File: config.mk
export PLATFORM = sky130hd
export DESIGN_NAME = mhws_sqrt
export DESIGN_NICKNAME = d
export VERILOG_FILES = /design/src/rtl/mhws_sqrt.sv
export SDC_FILE = /design/constraint.sdc
export NUM_CORES = 2
export LEC_CHECK = 0
export BUFFER_PORTS_ARGS = -buffer_cell sky130_fd_sc_hd__buf_4
export CAP_MARGIN = 20
export CORE_MARGIN = 3
export CORE_UTILIZATION = 55
export CTS_BUF_LIST = sky130_fd_sc_hd__clkbuf_2
export CTS_CLUSTER_DIAMETER = 200
export DETAILED_ROUTE_END_ITERATION = 10
export PLACE_DENSITY = 0.83
export SLEW_MARGIN = 20
export SYNTH_ARGS = -nofsm -noshare
export SYNTH_HDL_FRONTEND = slang
export SYNTH_SLANG_ARGS = --single-unit
File: constraint.sdc
create_clock -name clock -period 3.1 [get_ports clock]
set_input_delay 0 -clock clock [delete_from_list [all_inputs] [get_ports clock]]
set_output_delay 0 -clock clock [all_outputs]
set_load 0.02 [all_outputs]
File: src/rtl/mhws_sqrt.sv
// pipelined integer square root, one result bit per stage
module mhws_sqrt #(
   parameter int RB = 26,
   parameter int SW = 8
) (
   input  logic            clock,
   input  logic            reset,
   input  logic            en,
   input  logic            in_valid,
   input  logic [2*RB-1:0] radicand,
   input  logic [SW-1:0]   in_side,
   output logic            out_valid,
   output logic [RB-1:0]   root,
   output logic [SW-1:0]   out_side
);

   localparam int RW = RB + 3;

   logic [RW-1:0]   rem_ff  [RB];
   logic [RB-1:0]   root_ff [RB];
   logic [2*RB-1:0] rad_ff  [RB];
   logic [SW-1:0]   side_ff [RB];
   logic [RB-1:0]   valid_ff;

   genvar k;
   generate
      for (k = 0; k < RB; k++) begin : g_stage
         logic [RW-1:0]   p_rem;
         logic [RB-1:0]   p_root;
         logic [2*RB-1:0] p_rad;
         logic [SW-1:0]   p_side;
         logic            p_valid;
         logic [RW-1:0]   cur;
         logic [RW:0]     trial;
         logic            ge;
         logic [RW-1:0]   rem_in;
         logic [RB-1:0]   root_in;

         if (k == 0) begin : g_first
            assign p_rem   = '0;
            assign p_root  = '0;
            assign p_rad   = radicand;
            assign p_side  = in_side;
            assign p_valid = in_valid;
         end else begin : g_next
            assign p_rem   = rem_ff[k-1];
            assign p_root  = root_ff[k-1];
            assign p_rad   = rad_ff[k-1];
            assign p_side  = side_ff[k-1];
            assign p_valid = valid_ff[k-1];
         end

         always_comb begin
            cur     = {p_rem[RW-3:0], p_rad[2*RB-1 -: 2]};
            trial   = {1'b0, cur} - {2'b00, p_root, 2'b01};
            ge      = ~trial[RW];
            rem_in  = ge ? trial[RW-1:0] : cur;
            root_in = {p_root[RB-2:0], ge};
         end

         always_ff @(posedge clock) begin
            if (reset) begin
               valid_ff[k] <= 1'b0;
            end else if (en) begin
               valid_ff[k] <= p_valid;
            end
            if (en) begin
               rem_ff[k]  <= rem_in;
               root_ff[k] <= root_in;
               rad_ff[k]  <= {p_rad[2*RB-3:0], 2'b00};
               side_ff[k] <= p_side;
            end
         end
      end
   endgenerate

   assign out_valid = valid_ff[RB-1];
   assign root      = root_ff[RB-1];
   assign out_side  = side_ff[RB-1];

endmodule

# Yosys cells after proc, flatten, opt, wreduce, memory -nomap -nowiden
# Memory sizes are Yosys's and may differ from the RTL's.
# Index checks and enable logic that the tools add are counted.
dict set report totals {
  reg_bits 26
  in_bits 64
  output_inout_bits 35
  n_memories 4
  word_cells 110
  ramBits 2938
}
dict set report classes {
  bitwise 26
  muxes 28
  addsub 26
}
# name words word_bits rd rd_ports_with_merged_regs wr line_no
set mem_list {}
lappend mem_list {rad_ff 26 50 25 0 26 21} ;# logic [2*RB-1:0] rad_ff [RB];
lappend mem_list {rem_ff 26 29 25 0 26 19} ;# logic [RW-1:0] rem_ff [RB];
lappend mem_list {root_ff 26 26 26 0 26 20} ;# logic [RB-1:0] root_ff [RB];
lappend mem_list {side_ff 26 8 26 0 26 22} ;# logic [SW-1:0] side_ff [RB];
# cell count
set ops {}
lappend ops {{$mux 29} 26}
lappend ops {{$sub 29x28->30} 25}
lappend ops {{$not 1->1} 26}
lappend ops {{$sub 2x1->3 const B} 1}
lappend ops {{$mux 1} 2}

# Logic depth before layout (Yosys ltp)
# An unclocked memory read counts as a cell.
dict set report logic_depth {
  depth_word 3
  depth_mapped 14
  depth_no_buf 12
}

# Worst setup path after synthesis
# OpenSTA, ideal clock, no wires.
dict set report synth_timing {
  path_kind {register -> register}
  startpoint {memory rem_ff[3][58] in the netlist's numbering}
  endpoint {memory rem_ff[3][109] in the netlist's numbering, data pin}
  slack_ns -0.086
  n_path_buf 0
  path_stages_with_launch 10
  setup_ns 0.262
  arrival_ns 2.923
  period_less_slack_ns 3.186
  required_ns 2.838
  cell_sequence {edfxtp_1 > ha_1 > nor2b_4 > o31a_1 > o311ai_2 > a21boi_1 > a221o_1 > a221o_4 > a2111oi_4 > mux2_1}
}
# item line_no
set synth_lines {}
lappend synth_lines {{start: declaration} 19}

==> reports/metrics.cfg <==
[sta]
worstMarginPinSlew_ps=1000
rsz0062_at_grt=yes
setup_tns_ps=-2540
fmax_ghz=0.311
setup_violations=47
slew_violations=0
finalHoldViolations=0
fin_crit_ps=3210
final.period_utilization_pct=104
skew_ps=178
slew_headroom_pct=33.4
finalWorstSetupSlack_ps=-112

[yosys]
ys_seq_area_share_pct=67.4
synth-seq-cells=1865
synthFlopType=edfxtp_1
async_flop_share_pct=0
syn_inst=5993
post-synth-top-area-cell=edfxtp_1
synthTopCellsByCount=1839 x edfxtp_1, 465 x inv_1, 388 x nor2_1, 350 x ha_1, 331 x a21oi_1
synth.most_common_cell=edfxtp_1
synth-edff-count=1839
syn_area_um2=82700
ys_warn_count=0
netlist_top_cells_area=edfxtp_1 67%, ha_1 5.3%, xnor2_1 2.8%
syn-num-nets=6407
synth_top_area_share_pct=66.8
avgSynthCellArea_um2=13.8
synth_cell_types=103

[layout]
design_area_um2=96600
layout.nets=7485
final_core_util_pct=65.0
stdcell_count=9418
area_growth_pct=16.9
final_layout_size_suffix_gt1_share_pct=20.1

[critical_path]
crit_type=reg -> reg
cp_max_fo=6
required_ps=4460
slowest_stage=edfxtp_1
cp-start-kind=flop
cp.arrival_ps=4570
crit_chain=ha_2, or3_4, o221a_4, a21oi_4, and3b_2, o2111ai_2, nand3b_1, nor2_4, buf_12, buf_16, mux2_4
endpoint_kind=flop
cp_slowest_stage_delay_ps=440

[flow_run]
cap_violations=0

[placed_design]
dpl.cell_count=8277
place_hpwl_um=103000
gp_congestion=0.929
placed_area_um2=88100
io_buffers=98

[floorplanning]
die_h_um=394
die_area_um2=155000
initial_utilization_pct=55.7
ios=99
fp-row-count=141
coreArea_um2=149000
fp.dieW_um=394

[power]
p_sw_w=0.0182
seq_power_share_pct=53.1
p_sw_share_pct=29.5
ir_worst_vdd_mv=0.471
p_leak_nw=38.0
power_frac_comb_pct=21.7
clkPwrFrac_pct=25.2
intPower_w=0.0435
powerDensity_nw_per_um2=639

[cts]
htreeDepth=5
clkSlewWorstSetupHoldPaths_ps=120
cts_tree=yes
clock_path_buffers=4
cts_sinks=1865
cts-root-buf=clkbuf_2
clock_latency_ps=1700
numCtsBuffers=461

[route]
via_per_inst=5.51
post_drt_wl_per_cell_um=17.5
drc=0
routed_wl_um=165000
dr.pass1.iters=6
vias=51907
first_iter_violations=3569
ant_nets=0

[min_path]
hold_class=reg -> reg

[global_route]
grt_pass1_wl_um=261000
grt_pass1_vias=53059
grt_start_max_net_pins=119
overflow=0
antenna_found_initial=4
track_usage_pct=20.5

[outcome]
outcome=finished, violations left
violations=setup timing

-- flip-flops by register name (all words and copies together) (netlist names) --
name,count
rad_ff,650
rem_ff,630
root_ff,351
side_ff,208
g_stage.p_valid,25
out_valid,1
-- cell families after synthesis --
| group | after synthesis | synth area share [%] |
|---|---|---|
| adder cells (fa/ha/maj) | 350 | 5.30 |
| AO/OA/AOI/OAI | 1142 | 8.93 |
| other | 1 | 0.00454 |
| buffers and inverters | 589 | 2.76 |
| XOR/XNOR | 480 | 5.08 |
| flip-flops | 1865 | 67.4 |
| multiplexers | 133 | 1.75 |
| AND/OR/NAND/NOR | 1433 | 8.75 |
-- what timing repair did --
item | 4_1_cts | 5_1_grt
gates resized for setup | 86 | 181
setup buffers | 27 | 41
pin swaps | 32 | 75
hold endpoints to repair | 1926 | 0
cloned | 3 | 6
hold buffers | 257 | 0
endpoints found under the setup margin | 139 | 227
-- layer usage --
layer / share of wire [%] / wire, um / GRT usage, %
met1: 39 / 63500 / 23.5
met2: 52 / 85600 / 36.8
met3: 4.9 / 8100 / 3.80
met4: 4.5 / 7430 / 9.90
met5: 0.0091 / 15 / 0
-- layout make-up --
class | count | area [um2]
antenna | 4 | 10.0
clock buffer | 668 | 3340
clock inverter | 136 | 641
fill | 10445 | 51900
inverter | 476 | 1810
multi-input combinational | 3539 | 25800
sequential | 1865 | 55700
tap | 2002 | 2500
timing repair buffer | 725 | 6710
timing repair inverter | 3 | 26.3
-- worst paths after layout --
check / depth (start not counted) / slack (ps) / from / endpoint
max: 11 / -110 / rem_ff[5][60] / rem_ff[5][102]
min: 0 / 350 / rad_ff[1][240] / rad_ff[1][292]
max reg2reg: 11 / -110 / rem_ff[5][60] / rem_ff[5][102]
min reg2reg: 0 / 350 / rad_ff[1][240] / rad_ff[1][292]
-- critical path, delay by kind of cell, from the launching register on --
family | cells | cell delay, ps
mux | 1 | 300
fa+ha+maj | 1 | 220
flops | 1 | 440
compound gates | 3 | 620
simple gates | 4 | 1010
buf+inv | 2 | 280
-- per-stage QoR --
stage	hold slack (ps)	power, W	setup WS, ps
2_1_floorplan	98.9	0.0410	2.70
3_3_place_gp	178	0.0446	-169
3_5_place_dp	179	0.0451	-210
4_1_cts	266	0.0614	-183
5_1_grt	356	0.0652	-222
6_report	348	0.0617	-112
-- cell usage in the layout (no fill, tap or decap), types with 21 or more instances in the layout --
| cell type | n |
|---|---|
| a211oi_1 | 40 |
| a21o_1 | 108 |
| a21oi_1 | 319 |
| a31oi_1 | 26 |
| and2_1 | 21 |
| and3_1 | 38 |
| buf_12 | 32 |
| buf_4 | 414 |
| clkbuf_2 | 668 |
| clkinv_1 | 97 |
| clkinv_2 | 27 |
| dfxtp_1 | 26 |
| dlygate4sd3_1 | 255 |
| edfxtp_1 | 1839 |
| ha_1 | 326 |
| inv_1 | 459 |
| mux2_2 | 48 |
| mux2_4 | 36 |
| mux2i_1 | 40 |
| nand2_1 | 303 |
| nand2b_1 | 66 |
| nand3_1 | 92 |
| nand4_1 | 47 |
| nor2_1 | 385 |
| nor2b_1 | 57 |
| nor3_1 | 129 |
| nor4_1 | 61 |
| o211ai_1 | 35 |
| o21a_1 | 85 |
| o21ai_0 | 218 |
| o21ai_1 | 42 |
| o21bai_1 | 23 |
| o31ai_1 | 31 |
| or2_2 | 25 |
| or3_1 | 51 |
| or4_1 | 24 |
| xnor2_1 | 265 |
| xor2_1 | 212 |
-- power groups by stage --
stage | clock network, W | registers [W] | logic, W
final | 0.0155 | 0.0328 | 0.0134
after global routing | 0.0175 | 0.0331 | 0.0147
after CTS | 0.0160 | 0.0327 | 0.0126
after detailed placement | 0 | 0.0333 | 0.0118
after global placement | 0 | 0.0332 | 0.0115
after floorplan | 0 | 0.0327 | 0.00832
(Power assumes the default switching activity.)
