$ cat src/rtl/mhws_div.sv
// pipelined restoring divider, one quotient bit per stage
// the upper part of the dividend must be below the divisor
module mhws_div #(
   parameter int VW = 26,
   parameter int QB = 24,
   parameter int SW = 4
) (
   input  logic             clock,
   input  logic             reset,
   input  logic             en,
   input  logic             in_valid,
   input  logic [VW+QB-1:0] dividend,
   input  logic [VW-1:0]    divisor,
   input  logic [SW-1:0]    in_side,
   output logic             out_valid,
   output logic [QB-1:0]    quotient,
   output logic [SW-1:0]    out_side
);

   logic [VW:0]   rem_ff  [QB];
   logic [QB-1:0] lo_ff   [QB];
   logic [QB-1:0] q_ff    [QB];
   logic [VW-1:0] dvs_ff  [QB];
   logic [SW-1:0] side_ff [QB];
   logic [QB-1:0] valid_ff;

   genvar k;
   generate
      for (k = 0; k < QB; k++) begin : g_stage
         logic [VW:0]   p_rem;
         logic [QB-1:0] p_lo;
         logic [QB-1:0] p_q;
         logic [VW-1:0] p_dvs;
         logic [SW-1:0] p_side;
         logic          p_valid;
         logic [VW:0]   cur;
         logic [VW+1:0] trial;
         logic          ge;

         if (k == 0) begin : g_first
            assign p_rem   = {1'b0, dividend[VW+QB-1 -: VW]};
            assign p_lo    = dividend[QB-1:0];
            assign p_q     = '0;
            assign p_dvs   = divisor;
            assign p_side  = in_side;
            assign p_valid = in_valid;
         end else begin : g_next
            assign p_rem   = rem_ff[k-1];
            assign p_lo    = lo_ff[k-1];
            assign p_q     = q_ff[k-1];
            assign p_dvs   = dvs_ff[k-1];
            assign p_side  = side_ff[k-1];
            assign p_valid = valid_ff[k-1];
         end

         always_comb begin
            cur   = {p_rem[VW-1:0], p_lo[QB-1]};
            trial = {1'b0, cur} - {2'b00, p_dvs};
            ge    = ~trial[VW+1];
         end

         always_ff @(posedge clock) begin
            if (reset) begin
               valid_ff[k] <= 1'b0;
            end else if (en) begin
               valid_ff[k] <= p_valid;
            end
            if (en) begin
               rem_ff[k]  <= ge ? trial[VW:0] : cur;
               lo_ff[k]   <= {p_lo[QB-2:0], 1'b0};
               q_ff[k]    <= {p_q[QB-2:0], ge};
               dvs_ff[k]  <= p_dvs;
               side_ff[k] <= p_side;
            end
         end
      end
   endgenerate

   assign out_valid = valid_ff[QB-1];
   assign quotient  = q_ff[QB-1];
   assign out_side  = side_ff[QB-1];

endmodule

$ cat config.mk
export PLATFORM = sky130hd
export DESIGN_NAME = mhws_div
export DESIGN_NICKNAME = d
export VERILOG_FILES = /design/src/rtl/mhws_div.sv
export SDC_FILE = /design/constraint.sdc
export NUM_CORES = 2
export LEC_CHECK = 0
export ABC_AREA = 0
export BUFFER_PORTS_ARGS = -buffer_cell sky130_fd_sc_hd__buf_2
export CORE_ASPECT_RATIO = 0.75
export CORE_MARGIN = 2
export CORE_UTILIZATION = 30
export DETAILED_ROUTE_END_ITERATION = 10
export PLACE_DENSITY = 0.45
export SKIP_LAST_GASP = 1
export SYNTH_ARGS = -nofsm -noshare
export SYNTH_HDL_FRONTEND = slang
export SYNTH_SLANG_ARGS = --single-unit
$ cat constraint.sdc
create_clock -name clock -period 5.2 [get_ports clock]
set_input_delay 0.52 -clock clock [delete_from_list [all_inputs] [get_ports clock]]
set_output_delay 0.52 -clock clock [all_outputs]
set_load 0.005 [all_outputs]
# [Word-level counts from Yosys, hierarchy flattened]
# Memories as Yosys holds them, arrays and structs flattened.
# Cells that the tools add are included.
# Widths: inputs -> output; s select.
[word_totals] mem_bits_rw=2496 in_bits=84 out_inout_bits=29 ff_bits=24 wordCells=103 n_memories=5
[mem_list] memory="rem_ff" depth=24 width=27 read_ports=23 rd_clocked_by_memory_dff=0 write_ports=24 line_no="20" source="logic [VW:0] rem_ff [QB];"
[mem_list] memory="dvs_ff" depth=24 width=26 read_ports=23 rd_clocked_by_memory_dff=0 write_ports=24 line_no="23" source="logic [VW-1:0] dvs_ff [QB];"
[mem_list] memory="q_ff" depth=24 width=24 read_ports=24 rd_clocked_by_memory_dff=0 write_ports=24 line_no="22" source="logic [QB-1:0] q_ff [QB];"
[mem_list] memory="lo_ff" depth=24 width=23 read_ports=23 rd_clocked_by_memory_dff=0 write_ports=24 line_no="21" source="logic [QB-1:0] lo_ff [QB];"
[mem_list] memory="side_ff" depth=24 width=4 read_ports=24 rd_clocked_by_memory_dff=0 write_ports=24 line_no="24" source="logic [SW-1:0] side_ff [QB];"
[op_classes] addsub=24 bitwise_logic=24 n_mux=26
[ops] operator="$sub 27x26->28" n=24
[ops] operator="$mux 27" n=24
[ops] operator="$not 1->1" n=24
[ops] operator="$mux 1" n=2

# [Depth between registers and ports, before layout]
# An unclocked memory read counts as a cell.
[logic_depth] depth_word=3 depth_mapped=14 mapped_depth_nobuf=14

# [Least setup slack after synthesis]
# OpenSTA, ideal clock, no wires.
[synth_path] path_kind="reg2reg" start="mem lo_ff[0][160] in the netlist's numbering" end="mem rem_ff[0][213] in the netlist's numbering, data pin" n_path_buf=0 setup_ns=0.260 arrival_time_ns=3.354 setup_slack_ns=1.585 period_less_slack_ns=3.615 path_stages_with_launch=15 required_ns=4.940 cell_sequence="edfxtp_1 > inv_1 > ha_1 > inv_1 > fa_1 > a211o_1 > a211o_1 > a221o_2 > a221oi_4 > o2111ai_2 > and3_4 > a221o_1 > a21oi_2 > xnor2_1 > mux2_4"
[synth_lines] element="start: declaration" line_no="21"
[synth_lines] element="end: declaration" line_no="20"

==> results.cfg <==
[run_status]
status = completed

[power_and_ir_drop]
ir_drop_mv = 0.284
p_per_area_nw_per_um2 = 597
total_power_uw = 63500
power_leakage_uw = 0.0418

[setup_path]
reg2reg_to = rem_ff[1][24]$_DFFE_PP_
worstPathRequired_ns = 5.81
crit_arrival_ns = 5.24
crit_slowest_cell = a2111oi_0
crit_type = reg -> reg
crit_end = rem_ff[1][24]$_DFFE_PP_
reg2reg_from = lo_ff[0][183]$_DFFE_PP_
cp_max_fo = 5
setup.worst_path.start = lo_ff[0][183]$_DFFE_PP_
start_kind = flip-flop
r2r_setup_slack_ns = 0.57
worstPathCellList = inv_1 > ha_1 > inv_1 > fa_1 > a211oi_1 > o21a_1 > o221ai_1 > a2111oi_0 > o21bai_1 > a2111oi_0 > o21bai_1 > a21oi_1 > xnor2_1 > mux2_2
end_kind = flip-flop
slowest_delay_ns = 0.80
worstRegToRegCells = 14

[sta]
finClkSkew_ns = 0.0868
hold_viol_final = 0
setup_tns_ns = 0
period_share = 0.890
post-route-min-period_ns = 4.63
max_freq_ghz = 0.216
final-setup-viol-count = 0
relSlewSlack = 0.239
rsz0062_at_grt = false
finalMaxSlewViolations = 0
worst_pin_slew_ns = 1.14
hold_slack_ns = 0.102
fin_ws_ns = 0.571

[logic_synthesis]
synth_area_leaders = edfxtp_1 61%, ha_1 8.4%, inv_1 3.1%, a21oi_1 2.7%, xnor2_1 2.6%
synth-edff-count = 1868
yosysTopAreaCell = edfxtp_1
syn-num-nets = 8015
syn_area_um2 = 92600
synth_cell_types = 89
avgSynthCellArea_um2 = 12.7
ys_seq_area_frac = 0.611
yosys_warnings = 0
ys_ff_latch = 1892
netlist_instances = 7285
ys.flop_type = edfxtp_1
synthArstFlopShare = 0
netlist.area_leader.share = 0.606

[detailed_routing]
wl_per_cell_um = 16.7
vias_per_cell = 4.67
drt_pass1_iterations = 6
routed_wl_um = 199000
postRouteAntennaNets = 0
via_count = 55600
drt_iter0_drc = 4143
drcViolationCount = 0

[layout]
syn2layout_area_growth_pct = 14.9
final_common_cell = edfxtp_1
final_util = 0.347
layout.area.seq_um2 = 56600
multi_input_area_um2 = 32800
layout-drive-gt1-share = 0.0866
nNetsFinal = 8384
n_fill_cell = 29800
mostFrequentLayoutCells = 1868 x edfxtp_1, 769 x inv_1, 623 x ha_1

[clocking]
insertion_delay_ns = 0.88
clkTransAtPathRegs_ns = 0.06
cts_buffers = 214
tritoncts = done
h-tree-depth = 4
cts.path.max_buffers = 4
post_cts_buffers = 0
cts.sink_count = 1892
cts-root-buf = clkbuf_16

[die]
pin_count = 113
dieArea_um2 = 313000
start_util = 0.302
coreArea_um2 = 307000
fp.dieW_um = 646
die-height_um = 485
rows = 176

[placed_design]
pre_cts_ws_ns = 0.700
gp_congestion = 0.843
dpl.hpwl_um = 141000
port_buffers = 112

[grt]
grt_usage = 0.125
grt-ovfl-total = 0
grt_pass1_wl_um = 315000
grt_start_max_net_pins = 154
antenna_found_initial = 7
grt_pass1_vias = 54900

[min_path]
min_path_type = in -> reg

[job]
maxCapViolCount = 0
==> report_power, final <==
part / switching, uW / internal, uW / leakage [uW]
clock network: 6290 / 8730 / 0.00335
registers: 2090 / 21700 / 0.0185
logic: 13800 / 10800 / 0.0200
total: 22200 / 41300 / 0.0418
==> final cells by class <==
cell class,instances,share of cell area
Inverter,774,0.0273
Sequential cell,1892,0.531
Tap cell,4094,0.0481
Clock inverter,139,0.0122
Multi-Input combinational cell,4500,0.308
Timing Repair Buffer,272,0.0205
Antenna cell,2,0.0000470
Clock buffer,250,0.0524
==> per-layer routing <==
metal	global-route usage	wire length, um	up-vias
li1	-	-	27600
met4	0.0325	4700	0
met1	0.191	104000	26700
met2	0.181	81700	1034
met5	0	0	-
met3	0.0197	8560	303
==> state kept, by name, summed over array words and instances (netlist names) <==
signal           cells
dvs_ff             598
g_stage.p_valid     23
lo_ff              276
out_valid            1
q_ff               300
rem_ff             598
side_ff             96
==> logic make-up after synthesis <==
group,share of synthesized area
XOR/XNOR,0.0453
buffers and inverters,0.0369
AO/OA/AOI/OAI,0.119
AND/OR/NAND/NOR,0.0685
flip-flops,0.611
multiplexers,0.0301
adder cells (fa/ha/maj),0.0891
==> cells in the mapped netlist (42+ instances only) <==
library cell  instances
o21ai_0             347
xnor2_1             278
nand2_1             429
a211oi_1             54
mux2_2               99
mux2i_1              43
nor2_1              401
nor3_1               83
o21ai_1             123
nand2b_1            106
o21a_1               91
inv_1               769
nor2b_1              64
ha_1                623
edfxtp_1           1868
a21o_1              238
mux2_1              109
a21oi_1             494
nand4_1              42
nand3_1              73
o21bai_1             60
o31ai_1              48
clkbuf_1             70
xor2_1              201
a31oi_1              63
==> timing repair <==
| item | 4_1_cts | 5_1_grt |
|---|---|---|
| hold buffers | 80 | 0 |
| endpoints found under the hold margin | 80 | 0 |
| resized for setup | 0 | 0 |
==> metrics by stage <==
stage | instance area (um^2) | instances
2_1_floorplan | 92600 | 7285
3_3_place_gp | 98800 | 11500
3_5_place_dp | 98800 | 11500
4_1_cts | 106000 | 11900
5_1_grt | 106000 | 11900
6_report | 106000 | 11900
==> how the worst min path moves through the flow <==
stage	depth (start not counted)	slack, ns	startpoint	endpoint
after floorplan	0	0.40	lo_ff[0][76]$_DFFE_PP_	lo_ff[0][100]$_DFFE_PP_
after global placement	0	0.40	q_ff[1][132]$_DFFE_PP_	q_ff[1][157]$_DFFE_PP_
after detailed placement	0	0.40	lo_ff[0][77]$_DFFE_PP_	lo_ff[0][101]$_DFFE_PP_
after CTS	2	0.02	reset	g_stage[9].p_valid$_SDFFE_PP0P_
after global routing	2	0.07	reset	out_valid$_SDFFE_PP0P_
final	2	0.10	reset	g_stage[23].p_valid$_SDFFE_PP0P_
==> critical path: cells and delay by family (launching register included) <==
kind	cells	cell delay [ns]
buf+inv	2	0.14
mux	1	0.25
compound gates	8	2.92
xor+xnor	1	0.07
flops	1	0.36
fa+ha+maj	2	0.59
No activity file was read; power rests on OpenSTA's default activity.
